File: src/design/gbr_pkg.sv
`default_nettype none
package gbr_pkg;

  localparam int PIX_W         = 8;
  localparam int RGB_W         = 3 * PIX_W;
  localparam int CFG_DIM_W     = 11;
  localparam int WT_W          = 16;
  localparam int ROW_W         = 10;
  localparam int KSIZE         = 9;
  localparam int KHALF         = 4;
  localparam int STORE_LINES   = 8;
  localparam int SLOT_W        = 3;
  localparam int MAX_HEIGHT    = 1024;
  localparam int DEF_MAX_WIDTH = 1024;
  localparam int WIN_DEPTH     = KSIZE * KSIZE;
  localparam int WIN_AW        = 7;
  localparam int KIDX_W        = 4;
  localparam int TAP_W         = 3;
  localparam int ACC_W         = 47;
  localparam int FRAC_W        = 32;
  localparam int PADDR_W       = 5;
  localparam int PDATA_W       = 32;

  typedef enum logic [2:0] {
    REG_WIDTH  = 3'd0,
    REG_HEIGHT = 3'd1,
    REG_W0     = 3'd2,
    REG_W1     = 3'd3,
    REG_W2     = 3'd4,
    REG_W3     = 3'd5,
    REG_W4     = 3'd6
  } reg_idx_t;

  localparam logic [CFG_DIM_W-1:0] RST_WIDTH  = 11'd640;
  localparam logic [CFG_DIM_W-1:0] RST_HEIGHT = 11'd480;
  localparam logic [WT_W-1:0]      RST_W0     = 16'd10038;
  localparam logic [WT_W-1:0]      RST_W1     = 16'd9496;
  localparam logic [WT_W-1:0]      RST_W2     = 16'd8037;
  localparam logic [WT_W-1:0]      RST_W3     = 16'd6088;
  localparam logic [WT_W-1:0]      RST_W4     = 16'd4127;

  typedef struct packed {
    logic clr;
    logic valid;
  } mac_ctrl_t;

  // distance of a kernel row or column from the center
  function automatic logic [TAP_W-1:0] tap_of(input logic [KIDX_W-1:0] k);
    logic [KIDX_W-1:0] d;
    d = (k < KIDX_W'(KHALF)) ? KIDX_W'(KHALF) - k : k - KIDX_W'(KHALF);
    return d[TAP_W-1:0];
  endfunction

endpackage
`default_nettype wire

File: src/design/gbr_mac.sv
`default_nettype none
module gbr_mac import gbr_pkg::*; (
  input  wire logic             clk,
  input  wire logic             rst,
  input  wire mac_ctrl_t        ctrl,
  input  wire logic [RGB_W-1:0] pix,
  input  wire logic [WT_W-1:0]  wa,
  input  wire logic [WT_W-1:0]  wb,
  output logic                  busy,
  output logic      [RGB_W-1:0] res
);

  logic                      v1;
  logic                      v2;
  logic [RGB_W-1:0]          pix1;
  logic [2*WT_W-1:0]         wt1;
  logic [PIX_W+2*WT_W-1:0]   prod [3];
  logic [ACC_W-1:0]          acc  [3];

  // weight product, then pixel products, then accumulate
  always_ff @(posedge clk) begin
    if (rst) begin
      v1 <= 1'b0;
      v2 <= 1'b0;
    end else begin
      v1 <= ctrl.valid;
      v2 <= v1;
    end
    pix1 <= pix;
    wt1  <= wa * wb;
    for (int c = 0; c < 3; c++) begin
      prod[c] <= pix1[c*PIX_W +: PIX_W] * wt1;
      if (ctrl.clr) begin
        acc[c] <= '0;
      end else if (v2) begin
        acc[c] <= acc[c] + ACC_W'(prod[c]);
      end
    end
  end

  assign busy = v1 | v2;

  always_comb begin
    for (int c = 0; c < 3; c++) begin
      if (acc[c][ACC_W-1:FRAC_W] > (ACC_W-FRAC_W)'(255)) begin
        res[c*PIX_W +: PIX_W] = '1;
      end else begin
        res[c*PIX_W +: PIX_W] = acc[c][FRAC_W +: PIX_W];
      end
    end
  end

endmodule
`default_nettype wire

File: config.mk
export PLATFORM = sky130hd
export DESIGN_NAME = gbr_mac
export DESIGN_NICKNAME = d
export VERILOG_FILES = /design/src/design/gbr_pkg.sv /design/src/design/gbr_mac.sv
export SDC_FILE = /design/constraint.sdc
export NUM_CORES = 2
export LEC_CHECK = 0
export BUFFER_PORTS_ARGS = -buffer_cell sky130_fd_sc_hd__buf_2
export CORE_MARGIN = 8
export CORE_UTILIZATION = 34
export DETAILED_ROUTE_END_ITERATION = 7
export SYNTH_ARGS = -nofsm -noshare
export SYNTH_HDL_FRONTEND = slang
export SYNTH_SLANG_ARGS = --single-unit
File: constraint.sdc
create_clock -name clk -period 5.43 [get_ports clk]
set_input_delay 0.543 -clock clk [delete_from_list [all_inputs] [get_ports clk]]
set_output_delay 0.543 -clock clk [all_outputs]
set_load 0.05 [all_outputs]
==> results.sh <==
export IMPL_io_pins=85
export IMPL_setup_viol=0
export IMPL_grt_max_degree=142
export IMPL_fin_area_um2=55190
export IMPL_wirelength_um=117600
export IMPL_dp_hpwl_um=95310
export IMPL_clock_tree_buffer_depth=3
export IMPL_ys_warn_count=0
export IMPL_path_clk_slew_ns=0.06
export IMPL_io_buffer_count=84
export IMPL_ys_seq_area_frac=0.1629
export IMPL_drt_pass1_iterations=5
export IMPL_startpoint_type="register"
export IMPL_rsz0062_at_grt="yes"
export IMPL_setup_slack_ns=0.09692
export IMPL_ant_nets=0
export IMPL_grt_util_all_layers=0.1519
export IMPL_clkSinkCount=319
export IMPL_syn_nets=6589
export IMPL_clock_root_buffer="clkbuf_16"
export IMPL_place_congestion=0.8562
export IMPL_hold_viol=0
export IMPL_drt_iter0_markers=1727
export IMPL_clk_latency_ns=0.59
export IMPL_remaining_drc_errors=0
export IMPL_finClkSkew_ns=0.03721
export IMPL_worstPathMaxFanout=7
export IMPL_synth_top_cell_area_share=0.3083
export IMPL_r2r_cells=19
export IMPL_syn_to_final_growth_pct=15.33
export IMPL_fin_nets=6882
export IMPL_dominantRegCellSynth="dfxtp_1"
export IMPL_synth_top_cell_by_area="fa_1"
export IMPL_grt_pass1_vias=38701
export IMPL_max_freq_ghz=0.1875
export IMPL_report_final_slew_viol_count=0
export IMPL_r2r_start="wt1[9]"
export IMPL_hold_end="pix1[7]"
export IMPL_period_share=0.9822
export IMPL_yosys_cell_types_count=82
export IMPL_pre_cts_ws_ns=-0.5919
export IMPL_slew_headroom=0.4052
export IMPL_synthCells=5388
export IMPL_wl_per_cell_um=15.49
export IMPL_htreeDepth=2
export IMPL_synth_seq_cells=319
export IMPL_die_width_um=391.2
export IMPL_netlist_top_cells_area="fa_1 (31%), ha_1 (11%), edfxtp_1 (8.8%)"
export IMPL_start_util=0.3430
export IMPL_synth_area_um2=47860
export IMPL_status="complete, no violations"
export IMPL_placed_cell_area_um2=53270
export IMPL_core_area_um2=139500
export IMPL_antenna_found_initial=6
export IMPL_drv_cap=0
export IMPL_globalRouteOverflowTotal=0
export IMPL_worst_r2r_setup_slack_ns=0.1
export IMPL_cts_made_buffers=42
export IMPL_crit_type="register to register"
export IMPL_vias=36855
export IMPL_hold_path_cell_count=1
export IMPL_arrival_ns=5.82
export IMPL_finalCriticalPeriod_ns=5.333
export IMPL_grt_pass1_wl_um=194200
export IMPL_required_ns=5.91
export IMPL_hold_slack_ns=0.05318
export IMPL_hold_class="primary input to register"
export IMPL_rows=137
export IMPL_die_area_um2=153000
export IMPL_layout_drive_gt1_share=0.1280
export IMPL_synth_edf_count=141
export IMPL_r2r_end="prod[0][36]"
export IMPL_synth_area_per_cell_um2=8.882
export IMPL_worst_pin_slew_ns=0.8922
export IMPL_dieHeight_um=391.2
export IMPL_async_reset_ff_frac=0
export IMPL_crit_path_end_kind="register"
export IMPL_cts_tree="yes"
export IMPL_min_from="pix[7]"
export IMPL_viasPerCell=4.855
==> flip-flops by register name, indices dropped and copies added (netlist names) <==
name / cells
v2: 1
wt1: 32
prod: 120
acc: 141
v1: 1
pix1: 24
==> layer usage <==
metal | GRT usage | vias up | part of all wire | wire (µm)
li1 | - | 17766 | - | -
met1 | 0.2026 | 18299 | 0.45 | 53480
met2 | 0.2599 | 651 | 0.48 | 55870
met3 | 0.01978 | 139 | 0.045 | 5294
met4 | 0.04006 | 0 | 0.025 | 2943
met5 | 0 | - | 0 | 0
==> worst max-delay path by stage <==
stage / startpoint / end / slack [ns] / cells after the start
floorplan: wb[7] / wt1[31] / -0.01 / 22
global placement: wb[4] / wt1[31] / -0.53 / 21
detailed placement: wa[7] / wt1[31] / -0.59 / 22
CTS: wt1[9] / prod[0][36] / 0.004 / 19
global route: wt1[9] / prod[0][36] / -0.08 / 19
finish: wt1[9] / prod[0][36] / 0.1 / 19
==> cell usage in the layout (no fill, tap or decap), types with 11 or more instances in the layout <==
cell type / n
nor4_1: 13
nand4_1: 39
fa_1: 734
dfxtp_1: 158
ha_1: 389
xor2_1: 95
a31oi_1: 33
and3_1: 30
nand2_1: 659
a21o_1: 117
o21ai_0: 140
o21a_1: 34
o31ai_1: 16
o211ai_1: 24
nor2b_1: 32
buf_12: 28
or3_1: 11
ha_4: 14
xnor2_1: 133
dfxtp_2: 18
a21oi_1: 251
o21bai_1: 15
and2_1: 546
nand2b_1: 22
or2_2: 33
nor2_1: 250
inv_1: 849
edfxtp_1: 141
nand3_1: 65
a211oi_1: 27
buf_4: 372
clkbuf_16: 45
a21oi_2: 17
buf_2: 81
nor3_1: 29
==> cells in the mapped netlist (16+ instances only) <==
cell / number
a211oi_1: 35
a21o_1: 117
a21oi_1: 267
a31oi_1: 36
and2_1: 553
and3_1: 31
clkbuf_1: 229
dfxtp_1: 178
edfxtp_1: 141
fa_1: 737
ha_1: 404
inv_1: 851
nand2_1: 660
nand2b_1: 23
nand3_1: 67
nand4_1: 39
nor2_1: 251
nor2b_1: 35
nor3_1: 32
nor4_1: 17
o211ai_1: 24
o21a_1: 34
o21ai_0: 146
o21bai_1: 16
o31ai_1: 18
or2_2: 34
xnor2_1: 133
xor2_1: 95
==> per-stage QoR <==
step,TNS [ns],utilization,instances
floorplan,-0.01418,-,5388
global placement,-5.167,0.3818,7510
CTS,0,0.3922,7587
global route,-0.1979,0.3955,7589
finish,0,0.3955,7591
detailed placement,-6.267,0.3818,7510
==> repair_timing <==
action | CTS | global route
hold buffers | 1 | 0
setup endpoints to repair | 20 | 33
pin swaps | 3 | 32
endpoints found under the hold margin | 1 | 0
setup buffers | 0 | 2
gates resized for setup | 18 | 95
==> cells by family after synthesis <==
group	share of synthesized area
and+or+nand+nor	0.1846
adders and majority gates	0.4139
buffers and inverters	0.08633
AOI/OAI and AO/OA	0.1097
DFF	0.1629
xor gates and xnor gates	0.04173
muxes	0.0008367
==> layout make-up <==
| cell class | count | area [µm²] |
|---|---|---|
| antenna | 2 | 5.005 |
| timing repair buffer | 492 | 3874 |
| fill | 14004 | 84340 |
| multi-input combinational | 3975 | 36570 |
| inverter | 851 | 3194 |
| sequential | 319 | 7828 |
| tap | 1876 | 2347 |
| clock inverter | 25 | 209.0 |
| clock buffer | 51 | 1169 |
==> worst max-delay path, cell delays in order (launching register included) <==
cell      delay [ns]
dfxtp_2         0.34
buf_12          0.14
and2_1          0.17
fa_1            0.54
inv_1           0.06
fa_2            0.57
fa_1            0.40
inv_1           0.08
fa_1            0.45
ha_4            0.26
a21oi_2         0.19
o221ai_2        0.14
nor3_2          0.25
o21ai_2         0.12
o41ai_4         0.40
a31oi_1         0.16
buf_4           0.17
a31o_4          0.23
or3b_1          0.37
and3_4          0.18
Power is not shown: default switching activity piles up to over one toggle a cycle in this logic, so the estimate is an artifact.
